`config.mk`:
```
export PLATFORM = sky130hd
export DESIGN_NAME = carrier_nco_down_converter_flat
export DESIGN_NICKNAME = d
export VERILOG_FILES = /design/src/rtl/cnco_pkg.sv /design/src/rtl/cnco_if.sv /design/src/rtl/carrier_nco_down_converter.sv /design/src/rtl/cnco_front.sv /design/src/rtl/cnco_queue.sv /design/src/rtl/cnco_mixer.sv /design/src/flat_wrapper.sv
export SDC_FILE = /design/constraint.sdc
export NUM_CORES = 1
export LEC_CHECK = 0
export ABC_CLOCK_PERIOD_IN_PS = 7400
export BUFFER_PORTS_ARGS = -buffer_cell sky130_fd_sc_hd__buf_2
export CAP_MARGIN = 20
export CORE_ASPECT_RATIO = 1.5
export CORE_UTILIZATION = 67
export DETAILED_ROUTE_END_ITERATION = 8
export PLACE_DENSITY = 0.86
export SYNTH_ARGS = -nofsm -noshare
export SYNTH_HDL_FRONTEND = slang
export SYNTH_HIERARCHICAL = 1
export SYNTH_SLANG_ARGS = --single-unit
```
`constraint.sdc`:
```
create_clock -name clk -period 7.4 [get_ports clk]
set_input_delay 0.74 -clock clk [delete_from_list [all_inputs] [get_ports clk]]
set_output_delay 0.74 -clock clk [all_outputs]
set_load 0.005 [all_outputs]
```
`src/rtl/cnco_pkg.sv`:
```
// shared types, constants and arithmetic helpers for the carrier nco down-converter
package cnco_pkg;

    localparam int SAMPLE_BITS = 8;
    localparam int TABLE_SIZE  = 64;
    localparam int PHASE_W     = 32;
    localparam int INDEX_W     = $clog2(TABLE_SIZE);
    localparam int LO_W        = 5;
    localparam int CYCLE_W     = 32;
    localparam int OUT_W       = 6;
    localparam int SUM_W       = 24;
    localparam int CFG_DATA_W  = 32;
    localparam int CFG_INDEX_W = 1;
    localparam int QUEUE_DEPTH = 2;
    localparam int SAT_LIMIT   = 31;

    localparam logic [CFG_INDEX_W-1:0] CFG_CARRIER_STEP   = 1'b0;
    localparam logic [CFG_INDEX_W-1:0] CFG_PRE_SHIFT_MODE = 1'b1;

    typedef enum logic [1:0] {
        SHIFT_CONV3  = 2'd0,
        SHIFT_CONV4  = 2'd1,
        SHIFT_CONV5  = 2'd2,
        SHIFT_TRUNC3 = 2'd3
    } shift_mode_t;

    // cosine column of the local carrier; the minus-sine column is the same table a quarter turn on
    localparam logic signed [LO_W-1:0] CARRIER_TABLE [TABLE_SIZE] = '{
        5'sd12,  5'sd12,  5'sd12,  5'sd11,  5'sd11,  5'sd10,  5'sd10,  5'sd9,
        5'sd8,   5'sd7,   5'sd6,   5'sd5,   5'sd4,   5'sd3,   5'sd2,   5'sd1,
        -5'sd1,  -5'sd2,  -5'sd3,  -5'sd4,  -5'sd5,  -5'sd6,  -5'sd7,  -5'sd8,
        -5'sd9,  -5'sd10, -5'sd10, -5'sd11, -5'sd11, -5'sd12, -5'sd12, -5'sd12,
        -5'sd12, -5'sd12, -5'sd12, -5'sd11, -5'sd11, -5'sd10, -5'sd10, -5'sd9,
        -5'sd8,  -5'sd7,  -5'sd6,  -5'sd5,  -5'sd4,  -5'sd3,  -5'sd2,  -5'sd1,
        5'sd1,   5'sd2,   5'sd3,   5'sd4,   5'sd5,   5'sd6,   5'sd7,   5'sd8,
        5'sd9,   5'sd10,  5'sd10,  5'sd11,  5'sd11,  5'sd12,  5'sd12,  5'sd12
    };

    function automatic logic signed [LO_W-1:0] lo_real(input logic [INDEX_W-1:0] idx);
        lo_real = CARRIER_TABLE[idx];
    endfunction

    function automatic logic signed [LO_W-1:0] lo_imag(input logic [INDEX_W-1:0] idx);
        logic [INDEX_W-1:0] rot;
        rot     = idx + INDEX_W'(TABLE_SIZE / 4);
        lo_imag = CARRIER_TABLE[rot];
    endfunction

    // right shift with round half to even or floor, then clamp to +-31
    function automatic logic signed [OUT_W-1:0] scale_sat(
        input logic signed [SUM_W-1:0] x,
        input shift_mode_t             mode
    );
        logic signed [SUM_W-1:0] q;
        logic signed [SUM_W-1:0] qr;
        logic [4:0]              rem;
        logic [4:0]              half;
        logic                    conv;
        logic                    up;
        case (mode)
            SHIFT_CONV3:
            begin
                q    = x >>> 3;
                rem  = {2'b00, x[2:0]};
                half = 5'd4;
                conv = 1'b1;
            end
            SHIFT_CONV4:
            begin
                q    = x >>> 4;
                rem  = {1'b0, x[3:0]};
                half = 5'd8;
                conv = 1'b1;
            end
            SHIFT_CONV5:
            begin
                q    = x >>> 5;
                rem  = x[4:0];
                half = 5'd16;
                conv = 1'b1;
            end
            default:
            begin
                q    = x >>> 3;
                rem  = {2'b00, x[2:0]};
                half = 5'd4;
                conv = 1'b0;
            end
        endcase
        up = conv && ((rem > half) || ((rem == half) && q[0]));
        qr = q + SUM_W'(up);
        if (qr > SUM_W'(SAT_LIMIT))
            scale_sat = OUT_W'(SAT_LIMIT);
        else if (qr < -SUM_W'(SAT_LIMIT))
            scale_sat = -OUT_W'(SAT_LIMIT);
        else
            scale_sat = qr[OUT_W-1:0];
    endfunction

endpackage

```
`src/rtl/cnco_if.sv`:
```
// channel interfaces: input samples and mixed results
interface cnco_sample_if #(
    parameter int SAMPLE_BITS = cnco_pkg::SAMPLE_BITS
);
    logic                          valid;
    logic                          ready;
    logic signed [SAMPLE_BITS-1:0] in_real;
    logic signed [SAMPLE_BITS-1:0] in_imag;
    logic                          in_last;

    modport source (output valid, in_real, in_imag, in_last, input ready);
    modport sink   (input valid, in_real, in_imag, in_last, output ready);
endinterface

interface cnco_mix_if;
    logic                                  valid;
    logic                                  ready;
    logic signed [cnco_pkg::OUT_W-1:0]     out_real;
    logic signed [cnco_pkg::OUT_W-1:0]     out_imag;
    logic signed [cnco_pkg::CYCLE_W-1:0]   cycle_count;
    logic                                  out_last;

    modport source (output valid, out_real, out_imag, cycle_count, out_last, input ready);
    modport sink   (input valid, out_real, out_imag, cycle_count, out_last, output ready);
endinterface

```
`src/rtl/carrier_nco_down_converter.sv`:
```
// top level: carrier wipe-off with nco, queue and mixer, plus configuration registers
//
//  channel   dir  handshake      payload
//  samples   in   valid/ready    in_real, in_imag, in_last
//  mixed     out  valid/ready    out_real, out_imag, cycle_count, out_last
//  cfg       in   cfg_we         cfg_index, cfg_data (0: carrier_step, 1: pre_shift_mode)
//
// one sample per cycle sustained while the output is taken; a taken sample passes through
// the queue register, the product register and the output register, in that order
// the front end stalls only when the two-entry queue is full; while the output register holds
// an item nobody takes, a full product register waits too and an empty one still fills
// reset clears phase, cycle counter, configuration and all valid flags
module carrier_nco_down_converter #(
    parameter int SAMPLE_BITS = cnco_pkg::SAMPLE_BITS
) (
    input  logic                                clk,
    input  logic                                rst_n,
    input  logic                                cfg_we,
    input  logic [cnco_pkg::CFG_INDEX_W-1:0]    cfg_index,
    input  logic [cnco_pkg::CFG_DATA_W-1:0]     cfg_data,
    cnco_sample_if.sink                         samples,
    cnco_mix_if.source                          mixed
);

    localparam int ENTRY_W = 2 * SAMPLE_BITS + 2 * cnco_pkg::LO_W + cnco_pkg::CYCLE_W + 1;

    logic [cnco_pkg::PHASE_W-1:0] carrier_step_reg;
    cnco_pkg::shift_mode_t        pre_shift_mode_reg;

    logic                         push_valid;
    logic                         push_ready;
    logic [ENTRY_W-1:0]           push_data;
    logic                         pop_valid;
    logic                         pop_ready;
    logic [ENTRY_W-1:0]           pop_data;

    always_ff @(posedge clk or negedge rst_n)
    begin
        if (!rst_n)
        begin
            carrier_step_reg   <= '0;
            pre_shift_mode_reg <= cnco_pkg::SHIFT_CONV3;
        end
        else if (cfg_we)
        begin
            case (cfg_index)
                cnco_pkg::CFG_CARRIER_STEP:
                    carrier_step_reg <= cfg_data[cnco_pkg::PHASE_W-1:0];
                cnco_pkg::CFG_PRE_SHIFT_MODE:
                    pre_shift_mode_reg <= cnco_pkg::shift_mode_t'(cfg_data[1:0]);
                default:
                begin
                end
            endcase
        end
    end

    cnco_front #(
        .SAMPLE_BITS (SAMPLE_BITS),
        .ENTRY_W     (ENTRY_W)
    ) u_front (
        .clk          (clk),
        .rst_n        (rst_n),
        .samples      (samples),
        .carrier_step (carrier_step_reg),
        .push_valid   (push_valid),
        .push_ready   (push_ready),
        .push_data    (push_data)
    );

    cnco_queue #(
        .DATA_W (ENTRY_W)
    ) u_queue (
        .clk        (clk),
        .rst_n      (rst_n),
        .push_valid (push_valid),
        .push_ready (push_ready),
        .push_data  (push_data),
        .pop_valid  (pop_valid),
        .pop_ready  (pop_ready),
        .pop_data   (pop_data)
    );

    cnco_mixer #(
        .SAMPLE_BITS (SAMPLE_BITS),
        .ENTRY_W     (ENTRY_W)
    ) u_mixer (
        .clk            (clk),
        .rst_n          (rst_n),
        .pop_valid      (pop_valid),
        .pop_ready      (pop_ready),
        .pop_data       (pop_data),
        .pre_shift_mode (pre_shift_mode_reg),
        .mixed          (mixed)
    );

endmodule

```
`src/rtl/cnco_front.sv`:
```
// front end: phase accumulator, cycle counter and carrier table lookup
module cnco_front #(
    parameter int SAMPLE_BITS = cnco_pkg::SAMPLE_BITS,
    parameter int ENTRY_W     = 2 * SAMPLE_BITS + 2 * cnco_pkg::LO_W + cnco_pkg::CYCLE_W + 1
) (
    input  logic                              clk,
    input  logic                              rst_n,
    cnco_sample_if.sink                       samples,
    input  logic [cnco_pkg::PHASE_W-1:0]      carrier_step,
    output logic                              push_valid,
    input  logic                              push_ready,
    output logic [ENTRY_W-1:0]                push_data
);

    logic [cnco_pkg::PHASE_W-1:0] phase_reg;
    logic [cnco_pkg::PHASE_W-1:0] phase_next;
    logic [cnco_pkg::CYCLE_W-1:0] count_reg;
    logic [cnco_pkg::CYCLE_W-1:0] count_next;
    logic [cnco_pkg::PHASE_W:0]   sum;
    logic [cnco_pkg::INDEX_W-1:0] idx;
    logic                         accept;

    assign samples.ready = push_ready;
    assign accept        = samples.valid && push_ready;
    assign push_valid    = samples.valid;

    assign sum        = {1'b0, phase_reg} + {1'b0, carrier_step};
    assign phase_next = sum[cnco_pkg::PHASE_W-1:0];
    assign idx        = phase_reg[cnco_pkg::PHASE_W-1 -: cnco_pkg::INDEX_W];

    // carry out marks a wrap going up; no carry with a negative step marks a wrap going down
    always_comb
    begin
        count_next = count_reg;
        if (carrier_step[cnco_pkg::PHASE_W-1])
        begin
            if (!sum[cnco_pkg::PHASE_W])
                count_next = count_reg - 1'b1;
        end
        else if (sum[cnco_pkg::PHASE_W])
        begin
            count_next = count_reg + 1'b1;
        end
    end

    assign push_data = {samples.in_real, samples.in_imag,
                        cnco_pkg::lo_real(idx), cnco_pkg::lo_imag(idx),
                        count_next, samples.in_last};

    always_ff @(posedge clk or negedge rst_n)
    begin
        if (!rst_n)
        begin
            phase_reg <= '0;
            count_reg <= '0;
        end
        else if (accept)
        begin
            phase_reg <= phase_next;
            count_reg <= count_next;
        end
    end

endmodule

```
`src/rtl/cnco_queue.sv`:
```
// short queue between the front end and the mixer
module cnco_queue #(
    parameter int DATA_W = 64
) (
    input  logic              clk,
    input  logic              rst_n,
    input  logic              push_valid,
    output logic              push_ready,
    input  logic [DATA_W-1:0] push_data,
    output logic              pop_valid,
    input  logic              pop_ready,
    output logic [DATA_W-1:0] pop_data
);

    localparam int DEPTH = cnco_pkg::QUEUE_DEPTH;
    localparam int PTR_W = $clog2(DEPTH);
    localparam int CNT_W = $clog2(DEPTH + 1);

    logic [DATA_W-1:0] mem [DEPTH];
    logic [PTR_W-1:0]  wr_ptr_reg;
    logic [PTR_W-1:0]  rd_ptr_reg;
    logic [CNT_W-1:0]  count_reg;
    logic [CNT_W-1:0]  count_next;
    logic              push;
    logic              pop;

    assign push_ready = (count_reg != CNT_W'(DEPTH));
    assign pop_valid  = (count_reg != '0);
    assign push       = push_valid && push_ready;
    assign pop        = pop_valid && pop_ready;
    assign pop_data   = mem[rd_ptr_reg];

    always_comb
    begin
        count_next = count_reg;
        if (push && !pop)
            count_next = count_reg + 1'b1;
        else if (pop && !push)
            count_next = count_reg - 1'b1;
    end

    always_ff @(posedge clk)
    begin
        if (push)
            mem[wr_ptr_reg] <= push_data;
    end

    always_ff @(posedge clk or negedge rst_n)
    begin
        if (!rst_n)
        begin
            wr_ptr_reg <= '0;
            rd_ptr_reg <= '0;
            count_reg  <= '0;
        end
        else
        begin
            count_reg <= count_next;
            if (push)
                wr_ptr_reg <= (wr_ptr_reg == PTR_W'(DEPTH - 1)) ? '0 : wr_ptr_reg + 1'b1;
            if (pop)
                rd_ptr_reg <= (rd_ptr_reg == PTR_W'(DEPTH - 1)) ? '0 : rd_ptr_reg + 1'b1;
        end
    end

endmodule

```
`src/rtl/cnco_mixer.sv`:
```
// back end: complex multiply, rescale and saturate, output register
module cnco_mixer #(
    parameter int SAMPLE_BITS = cnco_pkg::SAMPLE_BITS,
    parameter int ENTRY_W     = 2 * SAMPLE_BITS + 2 * cnco_pkg::LO_W + cnco_pkg::CYCLE_W + 1
) (
    input  logic                  clk,
    input  logic                  rst_n,
    input  logic                  pop_valid,
    output logic                  pop_ready,
    input  logic [ENTRY_W-1:0]    pop_data,
    input  cnco_pkg::shift_mode_t pre_shift_mode,
    cnco_mix_if.source            mixed
);

    localparam int PROD_W = SAMPLE_BITS + cnco_pkg::LO_W;
    localparam int LO_W   = cnco_pkg::LO_W;
    localparam int SUM_W  = cnco_pkg::SUM_W;

    logic signed [SAMPLE_BITS-1:0]       a;
    logic signed [SAMPLE_BITS-1:0]       b;
    logic signed [LO_W-1:0]              c;
    logic signed [LO_W-1:0]              d;
    logic [cnco_pkg::CYCLE_W-1:0]        cnt;
    logic                                last;

    logic                                s1_valid_reg;
    logic signed [PROD_W-1:0]            p_ac_reg;
    logic signed [PROD_W-1:0]            p_bd_reg;
    logic signed [PROD_W-1:0]            p_ad_reg;
    logic signed [PROD_W-1:0]            p_bc_reg;
    logic [cnco_pkg::CYCLE_W-1:0]        s1_cnt_reg;
    logic                                s1_last_reg;

    logic                                out_valid_reg;
    logic signed [cnco_pkg::OUT_W-1:0]   out_real_reg;
    logic signed [cnco_pkg::OUT_W-1:0]   out_imag_reg;
    logic [cnco_pkg::CYCLE_W-1:0]        out_cnt_reg;
    logic                                out_last_reg;

    logic signed [SUM_W-1:0]             sum_re;
    logic signed [SUM_W-1:0]             sum_im;
    logic                                adv;
    logic                                s1_en;

    assign {a, b, c, d, cnt, last} = pop_data;

    // the pipe moves when the output register frees up; an empty product register still fills
    assign adv       = !out_valid_reg || mixed.ready;
    assign s1_en     = !s1_valid_reg || adv;
    assign pop_ready = s1_en;

    assign sum_re = SUM_W'(p_ac_reg) - SUM_W'(p_bd_reg);
    assign sum_im = SUM_W'(p_ad_reg) + SUM_W'(p_bc_reg);

    always_ff @(posedge clk or negedge rst_n)
    begin
        if (!rst_n)
        begin
            s1_valid_reg  <= 1'b0;
            out_valid_reg <= 1'b0;
        end
        else
        begin
            if (s1_en)
                s1_valid_reg <= pop_valid;
            if (adv)
                out_valid_reg <= s1_valid_reg;
        end
    end

    always_ff @(posedge clk)
    begin
        if (s1_en && pop_valid)
        begin
            p_ac_reg    <= a * c;
            p_bd_reg    <= b * d;
            p_ad_reg    <= a * d;
            p_bc_reg    <= b * c;
            s1_cnt_reg  <= cnt;
            s1_last_reg <= last;
        end
        if (adv && s1_valid_reg)
        begin
            out_real_reg <= cnco_pkg::scale_sat(sum_re, pre_shift_mode);
            out_imag_reg <= cnco_pkg::scale_sat(sum_im, pre_shift_mode);
            out_cnt_reg  <= s1_cnt_reg;
            out_last_reg <= s1_last_reg;
        end
    end

    assign mixed.valid       = out_valid_reg;
    assign mixed.out_real    = out_real_reg;
    assign mixed.out_imag    = out_imag_reg;
    assign mixed.cycle_count = out_cnt_reg;
    assign mixed.out_last    = out_last_reg;

endmodule

```
`src/flat_wrapper.sv`:
```
// flat-port wrapper written by rule: the top's interface ports become plain ports
module carrier_nco_down_converter_flat 
#(
    parameter int SAMPLE_BITS = cnco_pkg::SAMPLE_BITS
)
  (clk, rst_n, cfg_we, cfg_index, cfg_data, samples_valid, samples_in_real, samples_in_imag, samples_in_last, samples_ready, mixed_valid, mixed_out_real, mixed_out_imag, mixed_cycle_count, mixed_out_last, mixed_ready);
  cnco_sample_if #(.SAMPLE_BITS(SAMPLE_BITS)) samples_i ();
  cnco_mix_if mixed_i ();
  input  logic clk;
  input  logic rst_n;
  input  logic cfg_we;
  input  logic [cnco_pkg::CFG_INDEX_W-1:0] cfg_index;
  input  logic [cnco_pkg::CFG_DATA_W-1:0] cfg_data;
  input wire logic [$bits(samples_i.valid)-1:0] samples_valid;
  input wire logic [$bits(samples_i.in_real)-1:0] samples_in_real;
  input wire logic [$bits(samples_i.in_imag)-1:0] samples_in_imag;
  input wire logic [$bits(samples_i.in_last)-1:0] samples_in_last;
  output wire logic [$bits(samples_i.ready)-1:0] samples_ready;
  output wire logic [$bits(mixed_i.valid)-1:0] mixed_valid;
  output wire logic [$bits(mixed_i.out_real)-1:0] mixed_out_real;
  output wire logic [$bits(mixed_i.out_imag)-1:0] mixed_out_imag;
  output wire logic [$bits(mixed_i.cycle_count)-1:0] mixed_cycle_count;
  output wire logic [$bits(mixed_i.out_last)-1:0] mixed_out_last;
  input wire logic [$bits(mixed_i.ready)-1:0] mixed_ready;
  assign samples_i.valid = samples_valid;
  assign samples_i.in_real = samples_in_real;
  assign samples_i.in_imag = samples_in_imag;
  assign samples_i.in_last = samples_in_last;
  assign samples_ready = samples_i.ready;
  assign mixed_valid = mixed_i.valid;
  assign mixed_out_real = mixed_i.out_real;
  assign mixed_out_imag = mixed_i.out_imag;
  assign mixed_cycle_count = mixed_i.cycle_count;
  assign mixed_out_last = mixed_i.out_last;
  assign mixed_i.ready = mixed_ready;
  carrier_nco_down_converter #(.SAMPLE_BITS(SAMPLE_BITS)) u_core (.clk(clk), .rst_n(rst_n), .cfg_we(cfg_we), .cfg_index(cfg_index), .cfg_data(cfg_data), .samples(samples_i), .mixed(mixed_i));
endmodule
```
* Word level (Yosys, flattened, before mapping)
Memories as Yosys holds them, arrays and structs flattened.
Index checks and enable logic that the tools add are counted.
** Storage, ports and cells
- Register bits after elaboration :: 234
- Latch bits :: 0
- Bits in writable memories :: 118
- Memory bits (read-only) :: 640
- Output and inout port bits :: 47
- Word-level logic and storage cells :: 108
- Memories kept :: 3
** Memory list
- (name not given) :: depth 64, width 5, read ports 1, clocked after Yosys merged registers in 0, wr ports 0, line cnco_pkg.sv:46 : lo_imag = CARRIER_TABLE[rot];
- (name not given) :: depth 64, width 5, read ports 1, clocked after Yosys merged registers in 0, wr ports 0, line cnco_pkg.sv:40 : lo_real = CARRIER_TABLE[idx];
- u_core.u_queue.mem :: depth 2, width 59, read ports 1, clocked after Yosys merged registers in 0, wr ports 1, line cnco_queue.sv:19 : logic [DATA_W-1:0] mem [DEPTH];
** Operators by class
- Add/subtract/negate cells :: 12
- Multipliers :: 4
- Div/mod/pow operators :: 0
- Order comparisons :: 8
- Equal/unequal tests :: 5
- Shift operators :: 0
- Multiplexer cells :: 27
- Bitwise gates (word level) :: 3
- Reductions and logical operators :: 25
** Operators with widths (count)
- 32-bit two-way mux :: 3
- 8-bit by 5-bit multiplier with 13-bit output :: 4
- 24-bit by 1-bit adder with 24-bit output :: 2
- 24-bit by 6-bit > comparator with 1-bit output (second input constant) :: 2
- 24-bit by 6-bit < comparator with 1-bit output (second input constant) :: 2
- 24-bit two-way mux :: 2
- 10-bit case mux with 2 select lines :: 2
- 5-bit two-way mux :: 7
- 32-bit by 32-bit adder with 33-bit output :: 1
- 32-bit by 1-bit adder with 32-bit output (second input constant) :: 1
- 32-bit by 1-bit subtractor with 32-bit output (second input constant) :: 1
- 5-bit case mux with 2 select lines :: 3
- 13-bit by 13-bit adder with 14-bit output :: 1
- 7-bit >= comparator (second input constant) :: 2
- 6-bit inverter with 7-bit output :: 2
- 13-bit by 13-bit subtractor with 14-bit output :: 1
- 6-bit two-way mux :: 2
- 5-bit == test :: 2
- 5-bit > comparator :: 2
- 1-bit logical AND :: 9
- 6-bit by 5-bit adder with 6-bit output (second input constant) :: 1
- 1-bit two-way mux :: 6
- 1-bit logical NOT :: 4
- 1-bit logical OR :: 4
- other kinds (13) :: 18

* Logic depth before layout (Yosys ltp)
Gate-level depths: netlist (run 1).
- Depth in word-level cells :: 11
- Depth in mapped cells :: 21

* By module
Netlist (run 1), hierarchy kept.
** Modules (own cells, without submodules)
- cnco_mixer :: times used 1, cells each 1198, area each 12492.0 µm², sequential area each 3953.8 µm²
- cnco_front :: times used 1, cells each 852, area each 6610.1 µm², sequential area each 1601.5 µm²
- cnco_queue :: times used 1, cells each 202, area each 4754.6 µm², sequential area each 3643.5 µm²
- carrier_nco_down_converter :: times used 1, cells each 74, area each 1435.1 µm², sequential area each 850.8 µm²

* Worst setup path after synthesis (run 1)
No wires, ideal clock.
- Kind :: register to register
- From :: register u_core.u_queue.rd_ptr_reg
- To :: register u_core.u_mixer.p_bd_reg[12] (data pin)
- Arrival :: 4497 ps
- Data required time :: 7140 ps
- Path slack :: 2643 ps
- Cell stages (with the launch flop) :: 21
- Path through :: dfrtp_1 > buf_6 > buf_12 > mux2_4 > clkbuf_1 > nand2b_1 > fa_1 > fa_1 > fa_1 > inv_1 > ha_1 > a21o_1 > a21oi_1 > o21bai_1 > a21oi_1 > nor2b_1 > o21a_1 > o21ai_0 > nand2b_1 > a21oi_1 > xnor2_1
** Between the ends
- Word-level cells in the longest chain between the ends :: 2
** Ends and longest elaborated chain
- start: declaration :: line cnco_queue.sv:21 : logic [PTR_W-1:0] rd_ptr_reg;
- start signal: assignment :: line cnco_queue.sv:62 : rd_ptr_reg <= (rd_ptr_reg == PTR_W'(DEPTH - 1)) ? '0 : rd_ptr_reg + 1'b1;
- memory 2 x 59 bit
- net u_core.pop_data[37] :: line carrier_nco_down_converter.sv:35 : logic [ENTRY_W-1:0] pop_data;
- 8-bit by 5-bit multiplier with 13-bit output :: line cnco_mixer.sv:76 : p_bd_reg <= b * d;
- end signal: assignment :: line cnco_mixer.sv:76
- end: declaration :: line cnco_mixer.sv:28 : logic signed [PROD_W-1:0] p_bd_reg;
The timed path passes the listed nets, and every way through them passes these cells.
A chain may end at the register's enable or synchronous reset.

* Final worst setup path (run 1)
- From :: register u_core.u_queue.rd_ptr_reg
- To :: register u_core.u_mixer.p_ac_reg[12] (data pin)
** Between the ends
- Word-level cells in the longest chain between the ends :: 2
** Ends and longest elaborated chain
- memory 2 x 59 bit
- net u_core.pop_data[42] :: line carrier_nco_down_converter.sv:35
- 8-bit by 5-bit multiplier with 13-bit output :: line cnco_mixer.sv:75 : p_ac_reg <= a * c;
- end signal: assignment :: line cnco_mixer.sv:75
- end: declaration :: line cnco_mixer.sv:27 : logic signed [PROD_W-1:0] p_ac_reg;
The timed path passes the listed nets, and every way through them passes these cells.

==> flow_summary.json, run 1 <==
{
  "fin_crit_sh_pct": 70.9,
  "grt_pass1_wl_um": 94200,
  "endpoint_kind": "flop",
  "wl_met3_um": 2940,
  "grt_overflow": 0,
  "final_max_slew_viol_count": 0,
  "antenna_found_initial": 0,
  "avgSynthCellArea_um2": 10.9,
  "dr_wl_met2_um": 31400,
  "route.vias.total": 18200,
  "async_reset_ff_share_pct": 29.5,
  "required_ps": 7710,
  "die_w_um": 161,
  "syn_to_final_growth_pct": 6.74,
  "wl_met1_um": 20500,
  "cts.htree.levels": 2,
  "viasPerCell": 6.35,
  "hold_viol_final": 0,
  "regMostFlops": "u_core/u_queue/mem",
  "hp-class": "in2async",
  "tightest_slew_ps": 1110,
  "port_buffers": 101,
  "cts.sinks": 352,
  "slowest_delay_ps": 750,
  "die_area_um2": 38500,
  "crit_buf_inv": 2,
  "start_util_pct": 68.3,
  "holdWs_ps": 308,
  "wl_um": 58500,
  "synthFlopType": "edfxtp_1",
  "routabilityCongestion": 0.961,
  "clk_pin_slew_ps": 70,
  "ys_ff_latch": 352,
  "layout.nets": 2670,
  "syn_inst": 2326,
  "top_layer": "met4",
  "cts_tree": "built",
  "synth_edf_count": 248,
  "fin_crit_ps": 5250,
  "status": "finished clean",
  "final_util_pct": 72.9,
  "drcViolationCount": 0,
  "clock_path_buffers": 3,
  "rsz0062_at_grt": "false",
  "cap_violations": 0,
  "clock.fmax_mhz": 190,
  "placed_cells": 2794,
  "diodes": 0,
  "io-pin-count": 102,
  "slowest_stage": "dfrtp_4",
  "postCtsSetupBuffers": 0,
  "dp_hpwl_um": 42200,
  "slew_headroom_pct": 25.6,
  "largest_reg_flops": 118,
  "syn-num-nets": 2649,
  "grt_max_degree": 83,
  "die_h_um": 240,
  "ys_seq_area_share_pct": 39.7,
  "clock_latency_ps": 550,
  "setup_viol": 0,
  "fin_worst_skew_ps": 30.7,
  "start_kind": "flop",
  "coreArea_um2": 37000,
  "path_cells": "mux2_4, inv_1, fa_1, fa_1, fa_1, inv_1, ha_1, a21o_1, a21oi_1, o21bai_1, a21oi_1, nor2b_1, o21a_1, o21ai_0, nand2b_1, a21oi_1, xnor2_1",
  "final_layout_size_suffix_gt1_share_pct": 14.1,
  "clk_root_buffer_cell": "clkbuf_16",
  "rows": 86,
  "syn_area_um2": 25300,
  "dr.pass1.iters": 6,
  "critPathTopFamily": "adder cells",
  "cp_max_fo": 26,
  "fin_tns_setup_ps": 0,
  "ys_types": 113,
  "drt_iter0_markers": 1489,
  "postCtsHoldBufs": 0,
  "grt_usage_pct": 31.0,
  "worstSetupPathType": "reg2reg",
  "wl_per_cell_um": 20.5,
  "yosysWarnings": 6,
  "arrival_ps": 5560,
  "ant_nets": 0,
  "grt_pass1_vias": 18700,
  "final_cell_count_no_fill": 2858,
  "cts_resized": 0,
  "numCtsBuffers": 35
}
[cell type report]
cell class	instances	area (um^2)
inverters	184	691
well taps	484	606
multi-input cells	1660	13800
fillers	2532	10000
clock buffers	37	905
repair buffers	114	606
flip-flops and latches	352	10100
clock inverters	27	360
[placed cells by master (no fill, tap or decap), types with 16 or more instances in the layout]
cell and n:
fa_1 107, nor2_1 92, a21oi_1 105, buf_2 100, inv_1 182, and2_1 93
xor2_1 64, nor3_1 55, dfrtp_1 103, nand4_1 32, o21ai_0 90, mux2_4 90
clkbuf_16 36, xnor2_1 94, nand2b_1 38, nand3_1 55, edfxtp_1 248, ha_1 161
o211ai_1 21, a21o_1 38, nand2_1 192, o21a_1 16
[synth_stat cells (16+ instances only)]
library cell / n / share of area, %
o21ai_0: 90 / 1.8
buf_4: 22 / 0.65
xnor2_1: 94 / 3.3
mux2_4: 90 / 5.3
o211ai_1: 21 / 0.62
fa_1: 107 / 8.5
a21oi_1: 105 / 2.1
edfxtp_1: 248 / 29
nand2b_1: 38 / 0.94
nand2_1: 193 / 2.9
nor3_1: 55 / 1.1
nand3_1: 55 / 1.1
xor2_1: 64 / 2.2
nand4_1: 32 / 0.79
ha_1: 161 / 8.0
dfrtp_1: 104 / 10
a21o_1: 38 / 1.1
nor2_1: 93 / 1.4
and2_1: 95 / 2.3
clkbuf_1: 79 / 1.2
o21a_1: 16 / 0.47
inv_1: 182 / 2.7
[worst paths after layout]
| path | depth (start not counted) | from | endpoint | slack [ps] |
|---|---|---|---|---|
| setup / recovery | 17 | u_core/u_queue/rd_ptr_reg | u_core/u_mixer/p_ac_reg[12] | 2150 |
| max in group asynchronous | 2 | rst_n | u_core/u_queue/rd_ptr_reg | 5950 |
| min in group clk | 1 | samples_in_last | u_core/u_queue/mem[0][0] | 380 |
| setup reg to reg | 17 | u_core/u_queue/rd_ptr_reg | u_core/u_mixer/p_ac_reg[12] | 2150 |
| hold / removal | 1 | rst_n | u_core/u_front/count_reg[5] | 310 |
| hold reg to reg | 0 | u_core/u_mixer/s1_cnt_reg[20] | u_core/u_mixer/mixed.cycle_count[20] | 410 |
[through the flow]
stage                     area [um^2]  setup WS, ps
after floorplan                 25300          2640
after global routing            27000          1760
after CTS                       27000          2220
after detailed placement        25700          2240
final                           27000          2150
after global placement          25700          2390
[cells by family after synthesis]
group,after synthesis,synth area share (%)
AO/OA/AOI/OAI,455,12.4
XOR/XNOR,158,5.47
adder cells (fa/ha/maj),268,16.4
buffers and inverters,314,5.86
flip-flops,352,39.7
multiplexers,108,6.14
AND/OR/NAND/NOR,671,13.9
[metal layers]
layer,vias up,track usage [%]
met4,0,18.8
met5,-,0
met2,727,58.5
li1,8361,-
met1,8843,33.2
met3,229,3.09
Power of run 1 is left out: the tool's default activity adds up to more than one toggle a clock period on the data nets, which glitch-free logic cannot reach.
==> inputs of run 2 (changes only) <==
--- a/config.mk
+++ b/config.mk
@@ -5,13 +5,13 @@
 export SDC_FILE = /design/constraint.sdc
 export NUM_CORES = 1
 export LEC_CHECK = 0
-export ABC_CLOCK_PERIOD_IN_PS = 7400
+export ABC_CLOCK_PERIOD_IN_PS = 5300
 export BUFFER_PORTS_ARGS = -buffer_cell sky130_fd_sc_hd__buf_2
 export CAP_MARGIN = 20
 export CORE_ASPECT_RATIO = 1.5
-export CORE_UTILIZATION = 67
+export CORE_UTILIZATION = 64
 export DETAILED_ROUTE_END_ITERATION = 8
-export PLACE_DENSITY = 0.86
+export PLACE_DENSITY = 0.82
 export SYNTH_ARGS = -nofsm -noshare
 export SYNTH_HDL_FRONTEND = slang
 export SYNTH_HIERARCHICAL = 1
==> constraint.sdc (replaced) <==
create_clock -name clk -period 5.3 [get_ports clk]
set_input_delay 0.53 -clock clk [delete_from_list [all_inputs] [get_ports clk]]
set_output_delay 0.53 -clock clk [all_outputs]
set_load 0.005 [all_outputs]
==> run 2 against run 1 <==
Final cell count up 0.73%. Sequential cell count unchanged. Non-clock buffer count up 12. Worst setup slack worse by 1900 ps. Routed wire length down 1.1%. Register-to-register slack worse by 1900 ps.
==> flow_summary.json, run 2 (synthesized netlist as in run 1, its figures left out) <==
{
  "start_util_pct": 65.3,
  "layout.nets": 2681,
  "arrival_ps": 5320,
  "die_w_um": 164,
  "die_h_um": 245,
  "cp_max_fo": 11,
  "wl_um": 57900,
  "grt_pass1_wl_um": 92500,
  "ant_nets": 0,
  "largest_reg_flops": 118,
  "slowest_stage": "fa_1",
  "fin_worst_skew_ps": 19.7,
  "io-pin-count": 102,
  "dr.pass1.iters": 7,
  "fin_crit_sh_pct": 95.1,
  "grt_max_degree": 61,
  "rows": 88,
  "drcViolationCount": 0,
  "slew_headroom_pct": 26.4,
  "critPathTopFamily": "adder cells",
  "cap_violations": 0,
  "clk_pin_slew_ps": 60,
  "top_layer": "met5",
  "antenna_found_initial": 1,
  "cts.sinks": 352,
  "viasPerCell": 6.25,
  "dp_hpwl_um": 43100,
  "diodes": 0,
  "clock_latency_ps": 550,
  "final_cell_mix": "248 x edfxtp_1, 192 x nand2_1, 181 x inv_1, 161 x ha_1, 107 x fa_1",
  "layout_commonest_cell": "edfxtp_1",
  "clock_path_buffers": 3,
  "dr_wl_met2_um": 30700,
  "postCtsHoldBufs": 0,
  "routabilityCongestion": 0.966,
  "coreArea_um2": 38800,
  "die_area_um2": 40300,
  "start_kind": "flop",
  "hold_viol_final": 0,
  "hp-class": "in2async",
  "tightest_slew_ps": 1100,
  "grt_pass1_vias": 18600,
  "setup_viol": 0,
  "route.vias.total": 18000,
  "rsz0062_at_grt": "false",
  "drt_iter0_markers": 1302,
  "clock.fmax_mhz": 198,
  "required_ps": 5580,
  "wl_met1_um": 20200,
  "port_buffers": 101,
  "crit-reg2reg-launch": "u_core/u_queue/rd_ptr_reg",
  "crit_start": "u_core/u_queue/rd_ptr_reg",
  "fin_crit_ps": 5040,
  "cts.htree.levels": 2,
  "syn_to_final_growth_pct": 6.66,
  "wl_met3_um": 2910,
  "grt_overflow": 0,
  "wl_per_cell_um": 20.1,
  "worstSetupPathType": "reg2reg",
  "numCtsBuffers": 34,
  "grt_usage_pct": 29.4,
  "slowest_delay_ps": 600,
  "cts_tree": "built",
  "final_layout_size_suffix_gt1_share_pct": 14.3,
  "path_cells": "buf_6, mux2_4, and2_1, fa_1, inv_1, fa_1, fa_1, inv_1, ha_1, a21o_1, a21oi_1, o21bai_1, a21oi_1, nor2b_1, o21a_1, o21ai_0, nand2b_1, a21oi_1, xnor2_1",
  "crit_buf_inv": 3,
  "endpoint_kind": "flop",
  "regMostFlops": "u_core/u_queue/mem",
  "clk_root_buffer_cell": "clkbuf_16",
  "status": "finished clean",
  "fin_tns_setup_ps": 0,
  "final_max_slew_viol_count": 0
}
[run 2: changes by cell type in the layout (fill, tap and decap cells not counted), sizes merged]
cell and change:
clkinv +2, clkbuf +3, inv -1, bufinv -4
clkinvlp -2, buf +12
[run 2: area by class of cell]
cell class / instances / area [um^2]
Inverter: 184 / 694
Timing Repair Buffer: 126 / 699
Sequential cell: 352 / 10100
Multi-Input combinational cell: 1660 / 13800
Clock inverter: 22 / 253
Clock buffer: 40 / 873
Fill cell: 2802 / 11800
Tap cell: 495 / 619
[run 2: metrics by stage]
stage               hold WS [ps]  util, %  instances  setup WS [ps]  cell area, um^2
detailed placement           405     66.5       2811            184            25800
floorplan                    234        -       2326            543            25300
finish                      59.5     69.6       2879            258            27000
CTS                         86.1     69.4       2873            165            26900
global placement             403     66.5       2811            352            25800
global route                 129     69.6       2879           5.60            27000
[run 2: what timing repair did]
| action | in CTS | in global routing |
|---|---|---|
| setup endpoints to repair | 0 | 5 |
| gates resized for setup | 0 | 3 |
| buffers inserted | 0 | 6 |
[run 2: path summary, 6_finish.rpt]
kind | end | slack [ps] | cells after the start
min in group clk | u_core/u_queue/mem[1][0] | 180 | 1
setup / recovery | u_core/u_mixer/p_ad_reg[12] | 260 | 19
hold reg to reg | u_core/u_mixer/mixed.cycle_count[14] | 410 | 0
setup reg to reg | u_core/u_mixer/p_ad_reg[12] | 260 | 19
max in group asynchronous | u_core/carrier_step_reg[0] | 4050 | 2
hold / removal | u_core/u_front/count_reg[1] | 60 | 1
[run 2: routing by layer]
metal,GRT usage (%),up-vias
met3,4.08,265
met1,30.5,8679
met5,0,-
met4,19.2,2
li1,-,8347
met2,54.5,700
Power of run 2 is left out for the same reason.
==> inputs of run 3 (changes only) <==
--- a/config.mk
+++ b/config.mk
@@ -5,13 +5,13 @@
 export SDC_FILE = /design/constraint.sdc
 export NUM_CORES = 1
 export LEC_CHECK = 0
-export ABC_CLOCK_PERIOD_IN_PS = 5300
+export ABC_CLOCK_PERIOD_IN_PS = 6500
 export BUFFER_PORTS_ARGS = -buffer_cell sky130_fd_sc_hd__buf_2
 export CAP_MARGIN = 20
 export CORE_ASPECT_RATIO = 1.5
-export CORE_UTILIZATION = 64
+export CORE_UTILIZATION = 67
 export DETAILED_ROUTE_END_ITERATION = 8
-export PLACE_DENSITY = 0.82
+export PLACE_DENSITY = 0.86
 export SYNTH_ARGS = -nofsm -noshare
 export SYNTH_HDL_FRONTEND = slang
 export SYNTH_HIERARCHICAL = 1
==> constraint.sdc (replaced) <==
create_clock -name clk -period 6.5 [get_ports clk]
set_input_delay 0.65 -clock clk [delete_from_list [all_inputs] [get_ports clk]]
set_output_delay 0.65 -clock clk [all_outputs]
set_load 0.005 [all_outputs]
==> run 3 against run 2 <==
Maximum frequency decreased by 6.3%. Design area about the same. Hold slack better by 30 ps. Clock skew is 3.9 ps higher. Routed wire length grew 1.2%. Critical endpoint is now u_core/u_mixer/mixed.out_imag[0]. Worst setup slack better by 860 ps.
==> flow_summary.json, run 3 (synthesized netlist as in run 1, its figures left out) <==
{
  "layout.nets": 2671,
  "port_buffers": 101,
  "crit_path_end": "u_core/u_mixer/mixed.out_imag[0]",
  "postCtsHoldBufs": 0,
  "clk_pin_slew_ps": 70,
  "routabilityCongestion": 0.939,
  "grt_usage_pct": 30.7,
  "slew_headroom_pct": 24.2,
  "coreArea_um2": 37000,
  "fin_crit_sh_pct": 82.8,
  "drt_iter0_markers": 1501,
  "arrival_ps": 5650,
  "rows": 86,
  "ant_nets": 0,
  "start_util_pct": 68.3,
  "hp-class": "in2async",
  "die_h_um": 240,
  "holdWs_ps": 89.3,
  "crit_start": "u_core/pre_shift_mode_reg[0]",
  "largest_reg_flops": 118,
  "tightest_slew_ps": 1130,
  "crit-reg2reg-launch": "u_core/pre_shift_mode_reg[0]",
  "grt_max_degree": 86,
  "clock.fmax_mhz": 186,
  "worstSetupPathType": "reg2reg",
  "rsz0062_at_grt": "false",
  "io-pin-count": 102,
  "numCtsBuffers": 34,
  "die_area_um2": 38500,
  "fin_tns_setup_ps": 0,
  "fin_worst_skew_ps": 23.6,
  "path_cells": "inv_1, ha_1, nor2b_1, nor2_1, nor2_1, ha_1, nand4_1, o21ai_0, nor2_1, nor3_1, ha_1, ha_1, nor3b_1, nand4_1, a211o_1, a211oi_2, o211ai_1",
  "cts.htree.levels": 2,
  "timing.rr.end": "u_core/u_mixer/mixed.out_imag[0]",
  "antenna_found_initial": 0,
  "placed_cells": 2795,
  "wl_met3_um": 2740,
  "cts_tree": "built",
  "wl_met1_um": 20800,
  "wl_um": 58500,
  "cts.sinks": 352,
  "grt_overflow": 0,
  "route.vias.total": 18100,
  "start_kind": "flop",
  "top_layer": "met4",
  "grt_pass1_wl_um": 93000,
  "postCtsSetupBuffers": 0,
  "cts_resized": 0,
  "dr_wl_met2_um": 31600,
  "fin_crit_ps": 5380,
  "final_cell_mix": "248 x edfxtp_1, 192 x nand2_1, 182 x inv_1, 161 x ha_1, 107 x fa_1",
  "regMostFlops": "u_core/u_queue/mem",
  "setup_viol": 0,
  "slowest_stage": "ha_1",
  "endpoint_kind": "flop",
  "viasPerCell": 6.33,
  "die_w_um": 161,
  "rrSetupSlack_ps": 1120,
  "clock_path_buffers": 3,
  "layout_commonest_cell": "edfxtp_1",
  "cap_violations": 0,
  "diodes": 0,
  "wl_per_cell_um": 20.5,
  "final_max_slew_viol_count": 0,
  "hold_viol_final": 0,
  "final_layout_size_suffix_gt1_share_pct": 14.0,
  "clk_root_buffer_cell": "clkbuf_16",
  "required_ps": 6770,
  "dr.pass1.iters": 6,
  "crit_top_cell": "ha_1",
  "cp_max_fo": 28,
  "drcViolationCount": 0,
  "slowest_delay_ps": 860,
  "status": "finished clean",
  "grt_pass1_vias": 18500,
  "syn_to_final_growth_pct": 6.60,
  "reg2regPathDepth": 17,
  "final_cell_count_no_fill": 2858,
  "dp_hpwl_um": 42300,
  "clock_latency_ps": 560
}
## run 3: cell count changes in the layout (fill, tap and decap cells not counted), moves of 2 or more
cell	change
bufinv_16	+2
clkinv_1	-3
clkbuf_8	+2
buf_4	-10
inv_6	-3
inv_16	+2
## run 3: stage by stage
stage / area, um^2 / util [%] / setup slack (ps)
CTS: 26900 / 72.8 / 1180
detailed placement: 25700 / 69.5 / 1270
global route: 27000 / 72.8 / 773
floorplan: 25300 / - / 1740
global placement: 25700 / 69.5 / 1500
finish: 27000 / 72.8 / 1120
## run 3: worst min-delay path by stage
stage / from / endpoint / cells after the start
6_report: rst_n / u_core/u_front/count_reg[1] / 1
3_3_place_gp: u_core/u_mixer/s1_last_reg / u_core/u_mixer/mixed.out_last / 0
2_1_floorplan: rst_n / u_core/carrier_step_reg[0] / 0
5_1_grt: rst_n / u_core/u_front/count_reg[6] / 1
4_1_cts: rst_n / u_core/u_front/count_reg[1] / 1
3_5_place_dp: u_core/u_mixer/s1_last_reg / u_core/u_mixer/mixed.out_last / 0
## run 3: metal layers
layer  GRT usage, %  vias up
li1               -     8343
met1           32.5     8809
met2           58.3      741
met5              0        -
met4           18.2        0
met3           3.17      211
## run 3: cell type report
| cell class | instances | area, um^2 |
|---|---|---|
| clock inverter | 21 | 299 |
| timing repair buffer | 116 | 641 |
| clock buffer | 41 | 897 |
| fill | 2481 | 10100 |
| inverter | 184 | 691 |
| multi-input combinational | 1660 | 13800 |
| tap | 484 | 606 |
| sequential | 352 | 10100 |
## run 3: worst max-delay path: cells and delay by family, from the launching register on
| kind | cells | cell delay [ps] |
|---|---|---|
| buf+inv | 1 | 80 |
| flops | 1 | 420 |
| fa+ha+maj | 4 | 1600 |
| compound gates | 4 | 1040 |
| simple gates | 8 | 1960 |
Power of run 3 is left out for the same reason.
